===== src/hw/rtl/kvts_pkg.sv =====
// Shared types and constants for the keyframe vector track sampler.
// Used by the controller, the datapath and the top level; no dependencies.
package kvts_pkg;

  localparam int TIME_W  = 24;
  localparam int COMP_W  = 32;
  localparam int INDEX_W = 6;
  localparam int COUNT_W = 7;
  localparam int NUM_COMP = 3;

  // Request kinds.
  localparam logic KIND_WRITE  = 1'b0;
  localparam logic KIND_SAMPLE = 1'b1;

  typedef struct packed {
    logic                     kind;
    logic [INDEX_W-1:0]       key_index;
    logic [TIME_W-1:0]        key_time;
    logic signed [COMP_W-1:0] key_x;
    logic signed [COMP_W-1:0] key_y;
    logic signed [COMP_W-1:0] key_z;
    logic [TIME_W-1:0]        sample_time;
  } req_t;

  typedef struct packed {
    logic                     found;
    logic signed [COMP_W-1:0] out_x;
    logic signed [COMP_W-1:0] out_y;
    logic signed [COMP_W-1:0] out_z;
  } res_t;

  typedef enum logic [3:0] {
    S_IDLE,
    S_SRCH,
    S_CMP,
    S_RDA,
    S_LDA,
    S_LDB,
    S_DEC,
    S_DIV,
    S_MUL,
    S_ADD,
    S_OUT
  } state_t;

  typedef enum logic [1:0] {
    RD_MID,
    RD_A,
    RD_B
  } rd_sel_t;

  typedef struct packed {
    logic    wr;
    logic    load;
    logic    zero;
    logic    cmp;
    rd_sel_t rd_sel;
    logic    lat_a;
    logic    lat_b;
    logic    take_a;
    logic    div_init;
    logic    div_step;
    logic    mul;
    logic    add;
  } ctl_cmd_t;

  typedef struct packed {
    logic empty;
    logic srch_done;
    logic edge_case;
    logic div_last;
    logic comp_last;
  } dp_sts_t;

endpackage


===== src/hw/rtl/kvts_ctrl.sv =====
// Controller state machine of the keyframe vector track sampler.
// Depends on kvts_pkg; drives the datapath through ctl_cmd_t and reads dp_sts_t.
module kvts_ctrl
  import kvts_pkg::*;
(
  input  logic     clk,
  input  logic     rst,
  input  logic     start,
  input  logic     kind,
  input  dp_sts_t  sts,
  output ctl_cmd_t cmd,
  output logic     busy,
  output logic     done
);

  state_t state, state_next;

  // State register.
  always_ff @(posedge clk) begin
    if (rst) begin
      state <= S_IDLE;
    end else begin
      state <= state_next;
    end
  end

  // Next state and datapath commands.
  always_comb begin
    state_next = state;
    cmd        = '0;
    cmd.rd_sel = RD_MID;
    unique case (state)
      S_IDLE: begin
        if (start) begin
          if (kind == KIND_WRITE) begin
            cmd.wr = 1'b1;
          end else if (sts.empty) begin
            cmd.zero   = 1'b1;
            state_next = S_OUT;
          end else begin
            cmd.load   = 1'b1;
            state_next = S_SRCH;
          end
        end
      end
      S_SRCH: begin
        // The read of the middle entry is issued here.
        cmd.rd_sel = RD_MID;
        state_next = sts.srch_done ? S_RDA : S_CMP;
      end
      S_CMP: begin
        cmd.cmp    = 1'b1;
        state_next = S_SRCH;
      end
      S_RDA: begin
        cmd.rd_sel = RD_A;
        state_next = S_LDA;
      end
      S_LDA: begin
        cmd.lat_a  = 1'b1;
        cmd.rd_sel = RD_B;
        state_next = S_LDB;
      end
      S_LDB: begin
        cmd.lat_b  = 1'b1;
        state_next = S_DEC;
      end
      S_DEC: begin
        if (sts.edge_case) begin
          cmd.take_a = 1'b1;
          state_next = S_OUT;
        end else begin
          cmd.div_init = 1'b1;
          state_next   = S_DIV;
        end
      end
      S_DIV: begin
        cmd.div_step = 1'b1;
        if (sts.div_last) begin
          state_next = S_MUL;
        end
      end
      S_MUL: begin
        cmd.mul    = 1'b1;
        state_next = S_ADD;
      end
      S_ADD: begin
        cmd.add    = 1'b1;
        state_next = sts.comp_last ? S_OUT : S_MUL;
      end
      S_OUT: begin
        state_next = S_IDLE;
      end
      default: begin
        state_next = S_IDLE;
      end
    endcase
  end

  assign busy = (state != S_IDLE);
  assign done = (state == S_OUT);

`ifndef SYNTH
  // A result is only ever given while a sample request is in progress.
  a_done_busy: assert property (@(posedge clk) disable iff (rst) done |-> busy)
    else $error("result strobe outside a request");

  // An accepted sample request always leaves the idle state.
  a_sample_starts: assert property (@(posedge clk) disable iff (rst)
    (state == S_IDLE && start && kind == KIND_SAMPLE) |=> busy)
    else $error("sample request not taken up");

  // The result cycle is followed by idle.
  a_out_once: assert property (@(posedge clk) disable iff (rst)
    done |=> !done && !busy)
    else $error("result repeated");
`endif

endmodule


===== config.mk =====
export PLATFORM = sky130hd
export DESIGN_NAME = kvts_ctrl
export DESIGN_NICKNAME = d
export VERILOG_FILES = /design/src/hw/rtl/kvts_pkg.sv /design/src/hw/rtl/kvts_ctrl.sv
export SDC_FILE = /design/constraint.sdc
export NUM_CORES = 1
export LEC_CHECK = 0
export BUFFER_PORTS_ARGS = -buffer_cell sky130_fd_sc_hd__buf_2
export CAP_MARGIN = 40
export CORE_AREA = 2 2 39 41
export CTS_BUF_LIST = sky130_fd_sc_hd__clkbuf_8
export DETAILED_ROUTE_END_ITERATION = 12
export DIE_AREA = 0 0 41 43
export GPL_TIMING_DRIVEN = 0
export PLACE_DENSITY = 0.67
export REMOVE_ABC_BUFFERS = 1
export SYNTH_ARGS = -nofsm -noshare
export SYNTH_HDL_FRONTEND = slang
export SYNTH_SLANG_ARGS = --single-unit

===== constraint.sdc =====
create_clock -name clk -period 2.7 [get_ports clk]
set_input_delay 0 -clock clk [delete_from_list [all_inputs] [get_ports clk]]
set_output_delay 0 -clock clk [all_outputs]
set_load 0.05 [all_outputs]

==> qor.csv <==
metric,value,unit
cts_sinks,4,
num_io_pins,24,
fillers,153,
dp_hpwl,757,um
post-place-ws,1.21,ns
diodes,0,
largest-register,state,
hp-start,sts[1],
htree_levels,1,
cts_post_setup_buffers_inserted,0,
grt_max_degree,16,
detailedRoute.firstPassIterationCount,4,
antenna_found_initial,0,
yosys.cell_types.count,29,
outcome,finished clean,
end_kind,primary output,
grt_first_pass_wirelength,1.48,mm
synthCells,60,
p_comb_share,56.9,%
path_cells,nor4_2 > nand3_1 > nor2_1 > buf_2,
seq_area_frac_synth,20.1,%
min_to,state[1],
yosysWarnings,0,
start_kind,flop,
postLayoutSetupSlackWorst,1.07,ns
fp-row-count,14,
r2r_slack,1.20,ns
cp_slowest_cell,nor4_2,
p_seq_share,23.1,%
dieArea,1760,sq um
grt_usage,11.9,%
gr-total-overflow,0,
swShare,54.3,%
tightest_slew,0.459,ns
internal_power,0.282,mW
worst_r2r_startpoint,state[2],
max_cap_violations,0,
drv_slew,0,
crit_buf_inv,1,
fin_hold_ws,0.133,ns
final_layout_size_suffix_gt1_share,34.1,%
hold_class,primary input to flop,
met2_wirelength,441,um
grt_pass1_vias,351,
ff2ff_path_depth,3,
core,1380,sq um
path_clk_slew,0.03,ns
ys_seq_elements,4,
top_layer_used,met3,
drt_iter0_markers,11,
met3_length,87,um
critPathRequiredTime,2.70,ns
period_share,60.2,%
power_density,1110,nW/um^2
peakVddDrop,425,uV
fmax,615,MHz
stdcell_count,98,
portBuffers,23,
place.gp.congestion,0.819,
syn_to_final_growth,38.6,%
postRouteAntennaNets,0,
final_area,553,sq um
setup_viol,0,
syn_area,399,sq um
wl_met1,505,um
syn_avg_cell_area,6.65,sq um
critical-path-top-delay-family,simple AND/OR/NAND/NOR gates,
via_count,494,
clkPwrFrac,20.0,%
p_sw,0.334,mW
rsz0062_at_grt,false,
largest_registers,state (4),
placed_cells,94,
skew,0.00278,ns
p_leak,0.270,nW
p_total,0.616,mW
cp.depth,4,
setup_tns,0,ns
cts_tree,done,
cts_made_buffers,3,
cp-startpoint,state[2],
cts_max_path_buffers,2,
route.detailed.wl_per_inst,10.6,um
drc,0,
cp.arrival,1.63,ns
worst-path-max-fanout,13,
routed_wl,1.04,mm
finalHoldViolations,0,
timing.final.crit_period,1.63,ns
dpl_cell_area,502,sq um
die_h,43,um
root_buffer,clkbuf_8,
worstSetupPathType,flop to primary output,
die-width,41,um
timing.slew.headroom,69.4,%
start_util,28.8,%
hold_path_depth,3,
insertion_delay,0.22,ns
postLayoutCoreUtil,40.0,%
nets,93,
regToRegEndpoint,state[0],
critPathMaxStageDelay,0.46,ns
viasPerCell,5.04,
largest_reg_flops,4,
-- cells in the mapped netlist (all sizes together) --
cell	count	share of area, %
or4	1	1.9
o22ai	1	1.6
nand2b	4	6.3
dfxtp	4	20
nor3	7	8.8
nor2	7	6.6
mux2i	1	2.5
nand2	7	6.6
inv	4	3.8
a21oi	4	5.0
and4	1	2.2
buf	4	7.2
o32ai	1	2.2
and2	1	1.6
nor4b	1	2.2
clkbuf	1	0.94
o31ai	1	1.9
and4b	1	2.5
or2	1	1.6
a21boi	1	1.9
nor4	1	3.1
nand3	1	1.3
a32oi	2	4.4
o21ai	2	2.5
or3	1	1.6
-- worst register-to-register path: stages, from the launching register on --
cell	delay (ns)
dfxtp_1	0.42
or4_1	0.57
a32oi_1	0.26
o22ai_1	0.12
-- cell families (layout without fill, tap and decap cells) --
kind of cell | after synthesis | count (layout) | synth area share, %
multiplexers | 1 | 1 | 2.51
AND/OR/NAND/NOR | 34 | 34 | 46.1
AO/OA/AOI/OAI | 12 | 12 | 19.4
flip-flops | 4 | 4 | 20.1
buffers and inverters | 9 | 31 | 11.9
-- repair_timing --
item                                    4_1_cts  5_1_grt
gates resized for setup                       0        0
endpoints found under the hold margin         2        0
hold buffers                                  1        0
endpoints found under the setup margin        0        0
-- final cells by class --
cell class | count | area [sq um] | share of cell area [%]
Clock buffer | 3 | 41.3 | 7.47
Multi-Input combinational cell | 47 | 272 | 49.1
Timing Repair Buffer | 24 | 125 | 22.6
Sequential cell | 4 | 80.1 | 14.5
Tap cell | 16 | 20.0 | 3.62
Inverter | 4 | 15.0 | 2.71
-- cells in the final DEF (no fill, tap or decap) --
master         instances
inv_1                  3
o21ai_1                1
nand2b_1               4
o31ai_1                1
or3_1                  1
mux2i_1                1
dlygate4sd3_1          1
and4b_1                1
nor4_2                 1
nor4b_1                1
a21oi_1                4
o32ai_1                1
buf_2                 23
a32oi_1                2
and2_1                 1
a21boi_1               1
or4_1                  1
or2_1                  1
clkbuf_8               3
nand2_1                7
nor3_1                 7
o22ai_1                1
o21ai_0                1
dfxtp_1                4
inv_2                  1
and4_1                 1
nand3_1                1
nor2_1                 7
-- power by group through the flow --
stage	clock network (mW)	registers, mW	logic [mW]
finish	0.123	0.142	0.351
global route	0.129	0.149	0.378
CTS	0.126	0.141	0.351
detailed placement	0	0.142	0.349
global placement	0	0.142	0.345
floorplan	0	0.125	0.281
-- metal layers --
layer | GRT usage (%) | vias to the layer above
li1 | - | 259
met1 | 19.3 | 213
met2 | 14.7 | 22
met3 | 3.14 | 0
met4 | 4.00 | 0
met5 | 0 | -
-- how the worst max path moves through the flow --
stage / to / slack, ns
2_1_floorplan: cmd[6] / 0.05
3_3_place_gp: state[3] / 1.21
3_5_place_dp: state[3] / 1.21
4_1_cts: cmd[10] / 1.08
5_1_grt: cmd[10] / 0.90
6_report: cmd[11] / 1.07
No activity file was read; power rests on OpenSTA's default activity.
